$ cat src/hdl/gsc_pkg.sv
// shared types, constants and helpers of the gamepad to servo command mapper
package gsc_pkg;

  localparam int unsigned AddrW = 5;

  localparam logic [15:0] OP_KEY        = 16'd1;
  localparam logic [15:0] OP_ABS        = 16'd3;
  localparam logic [15:0] KEY_OPTION    = 16'd315;
  localparam logic [15:0] KEY_FIRE      = 16'd311;
  localparam logic [15:0] AXIS_BRAKE    = 16'd2;
  localparam logic [15:0] AXIS_THROTTLE = 16'd5;
  localparam logic [15:0] AXIS_STICK    = 16'd3;

  localparam logic [2:0] REG_MOTOR_CENTER   = 3'd0;
  localparam logic [2:0] REG_MOTOR_SPAN     = 3'd1;
  localparam logic [2:0] REG_MOTOR_JUMP     = 3'd2;
  localparam logic [2:0] REG_STEER_MIN      = 3'd3;
  localparam logic [2:0] REG_STEER_MAX      = 3'd4;
  localparam logic [2:0] REG_STICK_LOW      = 3'd5;
  localparam logic [2:0] REG_STICK_HIGH     = 3'd6;
  localparam logic [2:0] REG_GUN_ACTIVE     = 3'd7;

  localparam logic [6:0] PCT_MID  = 7'd50;
  localparam logic [7:0] STICK_RST = 8'd127;

  // floor(m / 100) = (m * RECIP_100) >> 26 and floor(m / 50) = (m * RECIP_50) >> 25
  localparam logic [19:0] RECIP_100 = 20'd671089;
  localparam logic [19:0] RECIP_50  = 20'd671089;

  typedef struct packed {
    logic [11:0] motor_center;
    logic [10:0] motor_span;
    logic [10:0] motor_jump;
    logic [11:0] steer_min;
    logic [11:0] steer_max;
    logic [7:0]  stick_low;
    logic [7:0]  stick_high;
    logic        gun_active_level;
  } cfg_t;

  typedef struct packed {
    logic [15:0] opcode;
    logic [15:0] event_code;
    logic [7:0]  event_value;
  } in_req_t;

  typedef struct packed {
    logic [12:0] motor_pulse;
    logic [12:0] steer_pulse;
    logic        gun_level;
    logic [6:0]  speed_percent;
    logic [6:0]  steer_percent;
    logic        is_stop;
  } out_rsp_t;

  typedef struct packed {
    logic load;
    logic calc_pct;
    logic calc_prod;
    logic calc_div;
    logic write_out;
  } cmd_t;

  typedef struct packed {
    logic emit;
    logic stop;
    logic out_free;
  } sts_t;

  // floor(n / 255), exact for n below 65280
  function automatic logic [7:0] div255(input logic [15:0] n);
    logic [16:0] s;
    s = {1'b0, n} + 17'(n[15:8]) + 17'd1;
    return 8'(s >> 8);
  endfunction

endpackage

$ cat src/hdl/gsc_regs.sv
// configuration register file with apb access
module gsc_regs import gsc_pkg::*; (
  input  logic             clk_i,
  input  logic             rst_ni,
  input  logic             psel,
  input  logic             penable,
  input  logic             pwrite,
  input  logic [AddrW-1:0] paddr,
  input  logic [31:0]      pwdata,
  output logic [31:0]      prdata,
  output logic             pready,
  output cfg_t             cfg_o
);

  cfg_t       cfg_q, cfg_d;
  logic       wr_en;
  logic [2:0] idx;

  assign pready = 1'b1;
  assign wr_en  = psel & penable & pwrite;
  assign idx    = paddr[4:2];
  assign cfg_o  = cfg_q;

  always_comb begin
    cfg_d = cfg_q;
    if (wr_en) begin
      case (idx)
        REG_MOTOR_CENTER:   cfg_d.motor_center     = pwdata[11:0];
        REG_MOTOR_SPAN:     cfg_d.motor_span       = pwdata[10:0];
        REG_MOTOR_JUMP:     cfg_d.motor_jump       = pwdata[10:0];
        REG_STEER_MIN:      cfg_d.steer_min        = pwdata[11:0];
        REG_STEER_MAX:      cfg_d.steer_max        = pwdata[11:0];
        REG_STICK_LOW:      cfg_d.stick_low        = pwdata[7:0];
        REG_STICK_HIGH:     cfg_d.stick_high       = pwdata[7:0];
        REG_GUN_ACTIVE:     cfg_d.gun_active_level = pwdata[0];
        default:            cfg_d = cfg_q;
      endcase
    end
  end

  always_comb begin
    case (idx)
      REG_MOTOR_CENTER:   prdata = {20'd0, cfg_q.motor_center};
      REG_MOTOR_SPAN:     prdata = {21'd0, cfg_q.motor_span};
      REG_MOTOR_JUMP:     prdata = {21'd0, cfg_q.motor_jump};
      REG_STEER_MIN:      prdata = {20'd0, cfg_q.steer_min};
      REG_STEER_MAX:      prdata = {20'd0, cfg_q.steer_max};
      REG_STICK_LOW:      prdata = {24'd0, cfg_q.stick_low};
      REG_STICK_HIGH:     prdata = {24'd0, cfg_q.stick_high};
      REG_GUN_ACTIVE:     prdata = {31'd0, cfg_q.gun_active_level};
      default:            prdata = 32'd0;
    endcase
  end

  always_ff @(posedge clk_i or negedge rst_ni) begin
    if (!rst_ni) begin
      cfg_q.motor_center     <= 12'd1500;
      cfg_q.motor_span       <= 11'd500;
      cfg_q.motor_jump       <= 11'd60;
      cfg_q.steer_min        <= 12'd820;
      cfg_q.steer_max        <= 12'd1480;
      cfg_q.stick_low        <= 8'd119;
      cfg_q.stick_high       <= 8'd133;
      cfg_q.gun_active_level <= 1'b0;
    end else begin
      cfg_q <= cfg_d;
    end
  end

endmodule

$ cat src/hdl/gsc_ctrl.sv
// controller state machine sequencing one request through the datapath
module gsc_ctrl import gsc_pkg::*; (
  input  logic clk_i,
  input  logic rst_ni,
  input  logic in_valid_i,
  output logic in_ready_o,
  input  sts_t sts_i,
  output cmd_t cmd_o
);

  typedef enum logic [4:0] {
    S_IDLE  = 5'b00001,
    S_PCT   = 5'b00010,
    S_PROD  = 5'b00100,
    S_DIV   = 5'b01000,
    S_WRITE = 5'b10000
  } state_e;

  state_e state_q, state_d;

  assign in_ready_o = (state_q == S_IDLE);

  always_comb begin
    state_d = state_q;
    cmd_o   = '0;
    case (state_q)
      S_IDLE: begin
        if (in_valid_i) begin
          cmd_o.load = 1'b1;
          state_d    = S_PCT;
        end
      end
      S_PCT: begin
        cmd_o.calc_pct = 1'b1;
        if (!sts_i.emit) begin
          state_d = S_IDLE;
        end else if (sts_i.stop) begin
          state_d = S_WRITE;
        end else begin
          state_d = S_PROD;
        end
      end
      S_PROD: begin
        cmd_o.calc_prod = 1'b1;
        state_d         = S_DIV;
      end
      S_DIV: begin
        cmd_o.calc_div = 1'b1;
        state_d        = S_WRITE;
      end
      S_WRITE: begin
        if (sts_i.out_free) begin
          cmd_o.write_out = 1'b1;
          state_d         = S_IDLE;
        end
      end
      default: state_d = S_IDLE;
    endcase
  end

  always_ff @(posedge clk_i or negedge rst_ni) begin
    if (!rst_ni) begin
      state_q <= S_IDLE;
    end else begin
      state_q <= state_d;
    end
  end

`ifndef SYNTH
  a_cmd_onehot: assert property (@(posedge clk_i) disable iff (!rst_ni)
    $onehot0(cmd_o)) else $error("more than one datapath command");
  a_load_then_pct: assert property (@(posedge clk_i) disable iff (!rst_ni)
    cmd_o.load |=> cmd_o.calc_pct) else $error("percent step missed after load");
  a_write_free: assert property (@(posedge clk_i) disable iff (!rst_ni)
    cmd_o.write_out |-> sts_i.out_free) else $error("result written over pending one");
`endif

endmodule

$ cat src/hdl/gsc_datapath.sv
// datapath: held gamepad state, percent and pulse arithmetic, result register
module gsc_datapath import gsc_pkg::*; (
  input  logic     clk_i,
  input  logic     rst_ni,
  input  cfg_t     cfg_i,
  input  cmd_t     cmd_i,
  output sts_t     sts_o,
  input  in_req_t  in_req_i,
  input  logic     out_ready_i,
  output logic     out_valid_o,
  output out_rsp_t out_rsp_o
);

  logic paused_q, paused_d;
  logic fire_q, fire_d;
  logic [7:0] brake_q, brake_d;
  logic [7:0] throttle_q, throttle_d;
  logic [7:0] stick_q, stick_d;
  logic emit_q, emit_d;
  logic stop_q, stop_d;
  logic out_valid_q, out_valid_d;

  logic [6:0] st_pct_q, sp_pct_q;
  logic signed [20:0] steer_prod_q;
  logic signed [20:0] motor_n_q;
  logic motor_mid_q;
  logic [12:0] motor_pulse_q, steer_pulse_q;
  out_rsp_t out_q;

  // event decode
  logic option;
  always_comb begin
    paused_d   = paused_q;
    fire_d     = fire_q;
    brake_d    = brake_q;
    throttle_d = throttle_q;
    stick_d    = stick_q;
    emit_d     = emit_q;
    stop_d     = stop_q;
    option     = 1'b0;
    if (cmd_i.load) begin
      if (in_req_i.opcode == OP_KEY) begin
        if (in_req_i.event_code == KEY_OPTION) begin
          option = (in_req_i.event_value != 8'd0);
        end else if (in_req_i.event_code == KEY_FIRE) begin
          fire_d = (in_req_i.event_value != 8'd0);
        end
      end else if (in_req_i.opcode == OP_ABS) begin
        if (in_req_i.event_code == AXIS_BRAKE) begin
          brake_d = in_req_i.event_value;
        end else if (in_req_i.event_code == AXIS_THROTTLE) begin
          throttle_d = in_req_i.event_value;
        end else if (in_req_i.event_code == AXIS_STICK) begin
          stick_d = in_req_i.event_value;
        end
      end
      paused_d = paused_q ^ option;
      stop_d   = option;
      emit_d   = option ? !paused_q : !paused_q;
    end
  end

  always_ff @(posedge clk_i or negedge rst_ni) begin
    if (!rst_ni) begin
      paused_q   <= 1'b0;
      fire_q     <= 1'b0;
      brake_q    <= 8'd0;
      throttle_q <= 8'd0;
      stick_q    <= STICK_RST;
      emit_q     <= 1'b0;
      stop_q     <= 1'b0;
    end else begin
      paused_q   <= paused_d;
      fire_q     <= fire_d;
      brake_q    <= brake_d;
      throttle_q <= throttle_d;
      stick_q    <= stick_d;
      emit_q     <= emit_d;
      stop_q     <= stop_d;
    end
  end

  // percent step
  logic       in_band;
  logic [7:0] st_raw, thr_part, brk_part;
  always_comb begin
    in_band  = (stick_q >= cfg_i.stick_low) && (stick_q <= cfg_i.stick_high);
    st_raw   = div255(16'(stick_q) * 16'd100);
    thr_part = div255(16'(throttle_q) * 16'd50);
    brk_part = div255(16'(brake_q) * 16'd50 + 16'd254);
  end

  always_ff @(posedge clk_i) begin
    if (cmd_i.calc_pct) begin
      st_pct_q <= in_band ? PCT_MID : st_raw[6:0];
      sp_pct_q <= 7'(8'(PCT_MID) + thr_part - brk_part);
    end
  end

  // product step
  logic signed [12:0] steer_diff;
  logic [12:0]        c_plus_dz;
  logic signed [13:0] c_minus_dz;
  logic signed [11:0] rest;
  logic [6:0]         k;
  logic               up;
  logic signed [20:0] rest_k, base_up, base_dn;
  always_comb begin
    steer_diff = $signed({1'b0, cfg_i.steer_max}) - $signed({1'b0, cfg_i.steer_min});
    c_plus_dz  = {1'b0, cfg_i.motor_center} + {2'b0, cfg_i.motor_jump};
    c_minus_dz = $signed({2'b0, cfg_i.motor_center}) - $signed({3'b0, cfg_i.motor_jump});
    rest       = $signed({1'b0, cfg_i.motor_span}) - $signed({1'b0, cfg_i.motor_jump});
    up         = (sp_pct_q > PCT_MID);
    k          = up ? (sp_pct_q - PCT_MID) : (PCT_MID - sp_pct_q);
    rest_k     = rest * $signed({1'b0, k});
    base_up    = $signed({8'd0, c_plus_dz}) * 21'sd50;
    base_dn    = $signed({{7{c_minus_dz[13]}}, c_minus_dz}) * 21'sd50;
  end

  always_ff @(posedge clk_i) begin
    if (cmd_i.calc_prod) begin
      steer_prod_q <= steer_diff * $signed({1'b0, st_pct_q});
      motor_n_q    <= up ? (base_up + rest_k) : (base_dn - rest_k);
      motor_mid_q  <= (sp_pct_q == PCT_MID);
    end
  end

  // reciprocal divide step
  logic [19:0]        steer_mag, motor_mag;
  logic [39:0]        steer_mult, motor_mult;
  logic [12:0]        steer_q;
  logic signed [13:0] steer_sum;
  logic [12:0]        motor_res;
  always_comb begin
    steer_mag  = steer_prod_q[20] ? 20'(-steer_prod_q) : steer_prod_q[19:0];
    steer_mult = 40'(steer_mag) * 40'(RECIP_100);
    steer_q    = steer_mult[38:26];
    steer_sum  = steer_prod_q[20] ?
                 ($signed({2'b0, cfg_i.steer_min}) - $signed({1'b0, steer_q})) :
                 ($signed({2'b0, cfg_i.steer_min}) + $signed({1'b0, steer_q}));
    motor_mag  = motor_n_q[19:0];
    motor_mult = 40'(motor_mag) * 40'(RECIP_50);
    if (motor_mid_q) begin
      motor_res = {1'b0, cfg_i.motor_center};
    end else if (motor_n_q[20] || (motor_n_q == 21'sd0)) begin
      motor_res = 13'd0;
    end else begin
      motor_res = motor_mult[37:25];
    end
  end

  always_ff @(posedge clk_i) begin
    if (cmd_i.calc_div) begin
      steer_pulse_q <= steer_sum[13] ? 13'd0 : steer_sum[12:0];
      motor_pulse_q <= motor_res;
    end
  end

  // result register
  out_rsp_t out_d;
  always_comb begin
    out_valid_d = out_valid_q;
    if (out_valid_q && out_ready_i) begin
      out_valid_d = 1'b0;
    end
    if (cmd_i.write_out) begin
      out_valid_d = 1'b1;
    end
    if (stop_q) begin
      out_d.motor_pulse   = 13'd0;
      out_d.steer_pulse   = 13'd0;
      out_d.gun_level     = !cfg_i.gun_active_level;
      out_d.speed_percent = 7'd0;
      out_d.steer_percent = 7'd0;
      out_d.is_stop       = 1'b1;
    end else begin
      out_d.motor_pulse   = motor_pulse_q;
      out_d.steer_pulse   = steer_pulse_q;
      out_d.gun_level     = fire_q ? cfg_i.gun_active_level : !cfg_i.gun_active_level;
      out_d.speed_percent = sp_pct_q;
      out_d.steer_percent = st_pct_q;
      out_d.is_stop       = 1'b0;
    end
  end

  always_ff @(posedge clk_i or negedge rst_ni) begin
    if (!rst_ni) begin
      out_valid_q <= 1'b0;
    end else begin
      out_valid_q <= out_valid_d;
    end
  end

  always_ff @(posedge clk_i) begin
    if (cmd_i.write_out) begin
      out_q <= out_d;
    end
  end

  assign out_valid_o     = out_valid_q;
  assign out_rsp_o       = out_q;
  assign sts_o.emit      = emit_q;
  assign sts_o.stop      = stop_q;
  assign sts_o.out_free  = !out_valid_q || out_ready_i;

`ifndef SYNTH
  a_stop_zero: assert property (@(posedge clk_i) disable iff (!rst_ni)
    (out_valid_q && out_q.is_stop) |->
    (out_q.motor_pulse == 13'd0 && out_q.steer_pulse == 13'd0))
    else $error("stop result carries a pulse");
  a_pct_range: assert property (@(posedge clk_i) disable iff (!rst_ni)
    (out_valid_q && !out_q.is_stop) |->
    (out_q.speed_percent <= 7'd100 && out_q.steer_percent <= 7'd100))
    else $error("percent out of range");
`endif

endmodule

$ cat src/hdl/gamepad_to_servo_command_mapper_core.sv
// top level of the gamepad to servo command mapper
// drive results pass percent, product and divide steps, stop results percent only
// next request taken once back in idle: after a result write, or after percent if none
// the rate is set by the controller steps and by waiting for a free output register
// a finished result waits in the output register while the next request is taken
// rst_ni resets held state (stick to 127), pause, output valid and config registers
module gamepad_to_servo_command_mapper_core import gsc_pkg::*; (
  input  logic             clk_i,
  input  logic             rst_ni,
  input  logic             psel,
  input  logic             penable,
  input  logic             pwrite,
  input  logic [AddrW-1:0] paddr,
  input  logic [31:0]      pwdata,
  output logic [31:0]      prdata,
  output logic             pready,
  input  logic             in_valid_i,
  output logic             in_ready_o,
  input  in_req_t          in_req_i,
  output logic             out_valid_o,
  input  logic             out_ready_i,
  output out_rsp_t         out_rsp_o
);

  cfg_t cfg;
  cmd_t cmd;
  sts_t sts;

  gsc_regs u_regs (
    .clk_i   (clk_i),
    .rst_ni  (rst_ni),
    .psel    (psel),
    .penable (penable),
    .pwrite  (pwrite),
    .paddr   (paddr),
    .pwdata  (pwdata),
    .prdata  (prdata),
    .pready  (pready),
    .cfg_o   (cfg)
  );

  gsc_ctrl u_ctrl (
    .clk_i      (clk_i),
    .rst_ni     (rst_ni),
    .in_valid_i (in_valid_i),
    .in_ready_o (in_ready_o),
    .sts_i      (sts),
    .cmd_o      (cmd)
  );

  gsc_datapath u_datapath (
    .clk_i       (clk_i),
    .rst_ni      (rst_ni),
    .cfg_i       (cfg),
    .cmd_i       (cmd),
    .sts_o       (sts),
    .in_req_i    (in_req_i),
    .out_ready_i (out_ready_i),
    .out_valid_o (out_valid_o),
    .out_rsp_o   (out_rsp_o)
  );

endmodule
$ cat config.mk
export PLATFORM = sky130hd
export DESIGN_NAME = gamepad_to_servo_command_mapper_core
export DESIGN_NICKNAME = d
export VERILOG_FILES = /design/src/hdl/gsc_pkg.sv /design/src/hdl/gsc_regs.sv /design/src/hdl/gsc_ctrl.sv /design/src/hdl/gsc_datapath.sv /design/src/hdl/gamepad_to_servo_command_mapper_core.sv
export SDC_FILE = /design/constraint.sdc
export NUM_CORES = 2
export LEC_CHECK = 0
export BUFFER_PORTS_ARGS = -buffer_cell sky130_fd_sc_hd__buf_4
export CAP_MARGIN = 20
export CORE_ASPECT_RATIO = 0.8
export CORE_UTILIZATION = 50
export CTS_CLUSTER_SIZE = 30
export DETAILED_ROUTE_END_ITERATION = 10
export PLACE_DENSITY = 0.79
export SYNTH_ARGS = -nofsm -noshare
export SYNTH_HDL_FRONTEND = slang
export SYNTH_SLANG_ARGS = --single-unit
$ cat constraint.sdc
create_clock -name clk_i -period 11.6 [get_ports clk_i]
set_input_delay 1.74 -clock clk_i [delete_from_list [all_inputs] [get_ports clk_i]]
set_output_delay 1.74 -clock clk_i [all_outputs]
set_load 0.005 [all_outputs]
Yosys cells after proc, flatten, opt, wreduce, memory -nomap -nowiden
Index checks and enable logic that the tools add are counted.
{"block": "word_totals", "reg_bits": 234}
{"block": "op_classes", "eq_ne": 22, "n_addsub": 20, "bitwise": 7, "mul": 9, "n_mux": 26, "reduce_logical": 25, "order_cmp": 3}
{"operator": "$pmux 32 s8", "n": 1}
{"operator": "$eq 16x2->1 const B", "n": 3}
{"operator": "$add 15x1->15 const B", "n": 3}
{"operator": "$mul 20x20->39 const B", "n": 1}
{"operator": "$mul 8x5->13 const B", "n": 3}
{"operator": "$mul 20x20->38 const B", "n": 1}
{"operator": "$eq 16x9->1 const B", "n": 2}
{"operator": "$pmux 5 s5", "n": 1}
{"operator": "$mux 12", "n": 2}
{"operator": "$add 21x21->21", "n": 1}
{"operator": "$logic_not 21->1", "n": 1}
{"operator": "$mul 13x8->21", "n": 1}
{"operator": "$mux 21", "n": 1}
{"operator": "$sub 21x21->21", "n": 1}
{"operator": "$mul 12x8->20", "n": 1}
{"operator": "$mux 20", "n": 1}
{"operator": "$mux 5", "n": 4}
{"operator": "$neg 20->20", "n": 1}
{"operator": "$mul 13x6->19 const B", "n": 1}
{"operator": "$mul 13x5->18 const B", "n": 1}
{"operator": "$reduce_and 2->1", "n": 9}
{"operator": "$eq 16x1->1 const B", "n": 1}
{"operator": "$eq 16x3->1 const B", "n": 1}
{"operator": "$mux 16", "n": 1}
{"operator": "other kinds (43)", "n": 69}

Depth between registers and ports, before layout
{"block": "logic_depth", "word_depth": 5, "mapped_depth": 42}

Hierarchy
Synthesis repeated with hierarchy kept, for this count alone.
{"block": "hier_totals", "cells_unflattened": 4279, "area_unflattened_um2": 41564.9}
{"module": "gsc_datapath", "area_each_um2": 37537.3, "cells_per_inst": 3980, "n_inst": 1}
{"module": "gsc_regs", "area_each_um2": 3743.6, "cells_per_inst": 274, "n_inst": 1}
{"module": "gsc_ctrl", "area_each_um2": 284.0, "cells_per_inst": 25, "n_inst": 1}

Least setup slack after synthesis
OpenSTA, ideal clock, no wires.
{"block": "synth_path", "path_type": "reg-to-reg", "from": "reg u_datapath.steer_prod_q[0]", "to": "reg u_datapath.steer_pulse_q[12] (data pin)", "n_path_buf": 0, "setup_time_ns": 0.138, "path_slack_ns": 1.384, "stages_incl_launch_ff": 39, "t_required_ns": 11.462, "arrival_ns": 10.077, "path_cell_list": "edfxtp_1 inv_1 ha_1 nand3b_1 or2_2 o31ai_1 xor2_1 inv_1 ha_1 inv_1 fa_1 fa_1 fa_1 inv_1 fa_1 fa_1 inv_1 fa_1 [3 not listed] and3_1 a221oi_2 o311ai_0 o311ai_0 xor2_1 ha_1 a21boi_1 a21oi_1 xor2_1 ha_1 a21boi_0 o21ai_0 nand2b_1 a21o_1 a21o_1 o41ai_1 xnor3_1 nor2_1"}
{"block": "synth_via", "elab_chain_len": 5, "word_cells_on_any_way": 6, "classes_between": "add/sub (3); mul (1); mux (2)"}
{"element": "start: declaration", "line": "gsc_datapath.sv:24", "rtl": "logic signed [20:0] steer_prod_q;"}
{"element": "start signal: assignment", "line": "gsc_datapath.sv:122", "rtl": "steer_prod_q <= steer_diff * $signed({1'b0, st_pct_q});"}
{"element": "$neg 20->20", "line": "gsc_datapath.sv:135", "rtl": "steer_mag = steer_prod_q[20] ? 20'(-steer_prod_q) : steer_prod_q[19:0];"}
{"element": "$mux 20 (*)", "line": "gsc_datapath.sv:135"}
{"element": "$mul 20x20->39 (*)", "line": "gsc_datapath.sv:136", "rtl": "steer_mult = 40'(steer_mag) * 40'(RECIP_100);"}
{"element": "$add 12x13->14 or $sub 12x13->14 (tied branches)", "line": "gsc_datapath.sv:140, gsc_datapath.sv:139"}
{"element": "$mux 14 (*)", "line": "gsc_datapath.sv:138", "rtl": "steer_sum = steer_prod_q[20] ?"}
{"element": "end signal: assignment", "line": "gsc_datapath.sv:154", "rtl": "steer_pulse_q <= steer_sum[13] ? 13'd0 : steer_sum[12:0];"}
{"element": "end: declaration", "line": "gsc_datapath.sv:27", "rtl": "logic [12:0] motor_pulse_q, steer_pulse_q;"}
Mark *: on every way between the ends. The rest lies on a longest branch, timed or not.
A chain may end at the register's enable or synchronous reset.

Final worst setup path
{"block": "layout_path", "from": "reg u_datapath.steer_prod_q[2]", "to": "reg u_datapath.steer_pulse_q[11] (data pin)"}
The elaborated chain is that of the path after synthesis.

==> run metrics <==
layout cells sized above 1=under 10%; startpoint types=flop; kind of critical path=flop to flop; Starting DRT DRC Count=around 2,200; reg2reg setup slack=~0.74 ns; Worst Setup SP=u_datapath.steer_prod_q[2]; Clk pin slew, worst setup/hold paths=0.07 ns; Critical R2R Launch=u_datapath.steer_prod_q[2]; syn avg cell area=9.537 um^2; Data arrival, critical path=11.22 ns; most common cell after layout, fill and taps aside=inv_1; Max Slew Vio Count=0; slowest stage delay, CP=0.60 ns; Post-Synthesis Cells=between 4,000 and 5,000; die area=approximately 0.085 mm^2; DIE HEIGHT=260.8 um; Routed WL per cell=17.78 um; Layout area overhead=7.682%; pre-CTS setup slack=between 0.6 and 0.7 ns; library cells used by synthesis=110; Reg2Reg Depth=36; Ys Warns=0; sequential cell area=~0.0065 mm^2; top cell family by delay on the critical path=adder cells; dpl hpwl=~85 mm; Worst Setup Slack, final=about 0.74 ns; RSZ-0062 raised after global routing=false; Setup TNS=0 ns; leading area contributor after synthesis=ha_1; ys async rst share=between 40% and 50%; fmax=just over 90 MHz; htree depth=1; first-pass GRT wire length=162.4 mm; clk_skew=0.02796 ns; fill count=~7,000; Via density=roughly 5.5; vias in the first global route=about 31,000; Synth area leaders=ha_1 25%, fa_1 22%, edfxtp_1 9.0%, inv_1 8.3%, dfrtp_1 3.9%; Least-Margin Pin Slew=around 1.1 ns; DRC=0; starting density of the core=about half; I/O pin total=161; Slowest-stage cell, CP=fa_1; global route total overflow=0; Slew headroom=~25%; TritonCTS clock tree=yes; row count=between 90 and 100; Longest Clk Path Bufs=3; Worst Hold Class=flop to flop; Required @ worst endpoint=roughly 12 ns; Bufs and invs on worst path=6; Mapped Area=0.04188 mm^2; pin count of the biggest net entering global routing=~80; Routed WL=100.3 mm; Antenna Nets Post-Route=0; cts bufs inserted=27; NumNets Final=around 5,900; Primary FF master, synth=edfxtp_1; Num Clock Sinks=234; IO Port Bufs=117; period utilization=between 90% and 100%; synthesized flop and latch total=about 230; Multi-input gate area=0.03159 mm^2; final worst path period need=10.86 ns; R2R Path End=u_datapath.steer_pulse_q[11]; DR vias=about 30,000; Worst Hold End=u_datapath.paused_q; Pre-antenna DRT Iters=5; Final setup viols=0; Core Area=0.08256 mm^2; status=finished clean; overall routing resource usage=about a quarter; Skew-Pair Late Insertion Delay=about 0.61 ns; hold_sp=u_datapath.paused_q; initial antenna violation count=5; count of flip-flops with a built-in enable after synthesis=around 130; count of max-cap constraint violations=0; post-synthesis sequential area ratio=between 10% and 20%; Hold Path Stages=1; die span in x=approximately 330 um; CP max FO=13; clk root buf=clkbuf_16; most frequent cells in the layout=928 x inv_1, 828 x ha_1, 454 x fa_1; gp weighted congestion=around 0.97; Synth top area share=about a quarter; Worst setup EP type=flop; Hold Vio Cnt, Final=0
metal layers:
metal / track usage [%] / share of wire, % / vias up
met4: 3.678 / 1.5 / 10
li1: - / - / 14700
met1: 34.33 / 46 / 15120
met3: 5.252 / 8.5 / 100
met5: 0 / 0.073 / -
met2: 37.28 / 44 / 902
worst register-to-register path: cells and delay by family, from the launching register on:
| kind | cells | cell delay, ns |
|---|---|---|
| compound gates | 11 | 2.73 |
| xor+xnor | 2 | 0.85 |
| fa+ha+maj | 9 | 3.91 |
| buf+inv | 6 | 0.72 |
| flops | 1 | 0.46 |
| simple gates | 8 | 1.92 |
through the flow:
| step | hold WS, ns | util, % | cell area, um^2 | std cells |
|---|---|---|---|---|
| 5_1_grt | 0.5090 | 54.61 | 45090 | 5637 |
| 4_1_cts | 0.4846 | 54.57 | 45050 | 5636 |
| 2_1_floorplan | 0.4414 | - | 41950 | 4410 |
| 3_5_place_dp | 0.4709 | 53.43 | 44120 | 5586 |
| 6_report | 0.4793 | 54.62 | 45090 | 5640 |
| 3_3_place_gp | 0.4640 | 53.43 | 44120 | 5586 |
logic make-up (layout without fill, tap and decap cells):
family | count (synthesis) | in the layout | share of synthesized area [%]
xor+xnor | 262 | 262 | 5.596
compound gates | 608 | 608 | 9.636
buf+inv | 1011 | 1134 | 9.301
fa+ha+maj | 1282 | 1282 | 46.44
simple gates | 895 | 895 | 10.80
other cells | 2 | 24 | 0.01793
mux | 97 | 97 | 2.593
flops | 234 | 234 | 15.61
state kept, by name, summed over array words and instances (netlist names), 5 cells and up:
register,count
u_ctrl.state_q,5
u_datapath.brake_q,8
u_datapath.motor_n_q,21
u_datapath.motor_pulse_q,13
u_datapath.out_rsp_o,42
u_datapath.sp_pct_q,7
u_datapath.st_pct_q,7
u_datapath.steer_prod_q,21
u_datapath.steer_pulse_q,13
u_datapath.stick_q,8
u_datapath.throttle_q,8
u_regs.cfg_o,75
area by class of cell:
class,instances,area share (%)
inverter,931,7.750
clock inverter,18,0.4467
sequential,234,14.50
multi-input combinational,3165,70.05
tap,1104,3.063
timing repair buffer,153,2.547
clock buffer,32,1.632
antenna,3,0.01665
repair_timing:
item                                    CTS  global route
hold buffers                              0             0
gates resized for setup                   0             4
endpoints found under the setup margin    0            13
setup buffers                             0             0
worst max path at each step:
stage,cells after the start,slack (ns),to
final,36,0.74,u_datapath.steer_pulse_q[11]
after global routing,40,0.15,u_datapath.steer_pulse_q[11]
after CTS,39,0.53,u_datapath.steer_pulse_q[11]
after detailed placement,39,0.63,u_datapath.steer_pulse_q[11]
after global placement,39,0.71,u_datapath.steer_pulse_q[11]
after floorplan,38,1.38,u_datapath.steer_pulse_q[12]
cells in the mapped netlist, types with 7 or more instances:
master,count
mux2i_1,23
nand2_1,209
a22o_1,13
o31ai_1,15
o41ai_1,8
or3_1,22
nor4_1,18
edfxtp_1,125
nand2b_1,39
o21ai_0,152
xor2_1,85
and3_1,23
o22ai_1,8
mux2_2,72
nand3b_1,7
inv_1,928
a21boi_0,23
ha_1,828
nor2_1,242
a31oi_1,13
o21bai_1,23
clkbuf_1,47
nand4_1,19
a21oi_1,154
buf_1,7
a211oi_1,15
a211o_1,11
a21o_1,63
nor2b_1,71
nor3_1,58
xnor2_1,173
dfrtp_1,65
nor3b_1,10
and2_1,62
nand3_1,60
fa_1,454
o211ai_1,10
dfstp_2,44
or2_2,17
o21a_1,25
buf_4,22
Power is not shown: default switching activity piles up to over one toggle a cycle in this logic, so the estimate is an artifact.
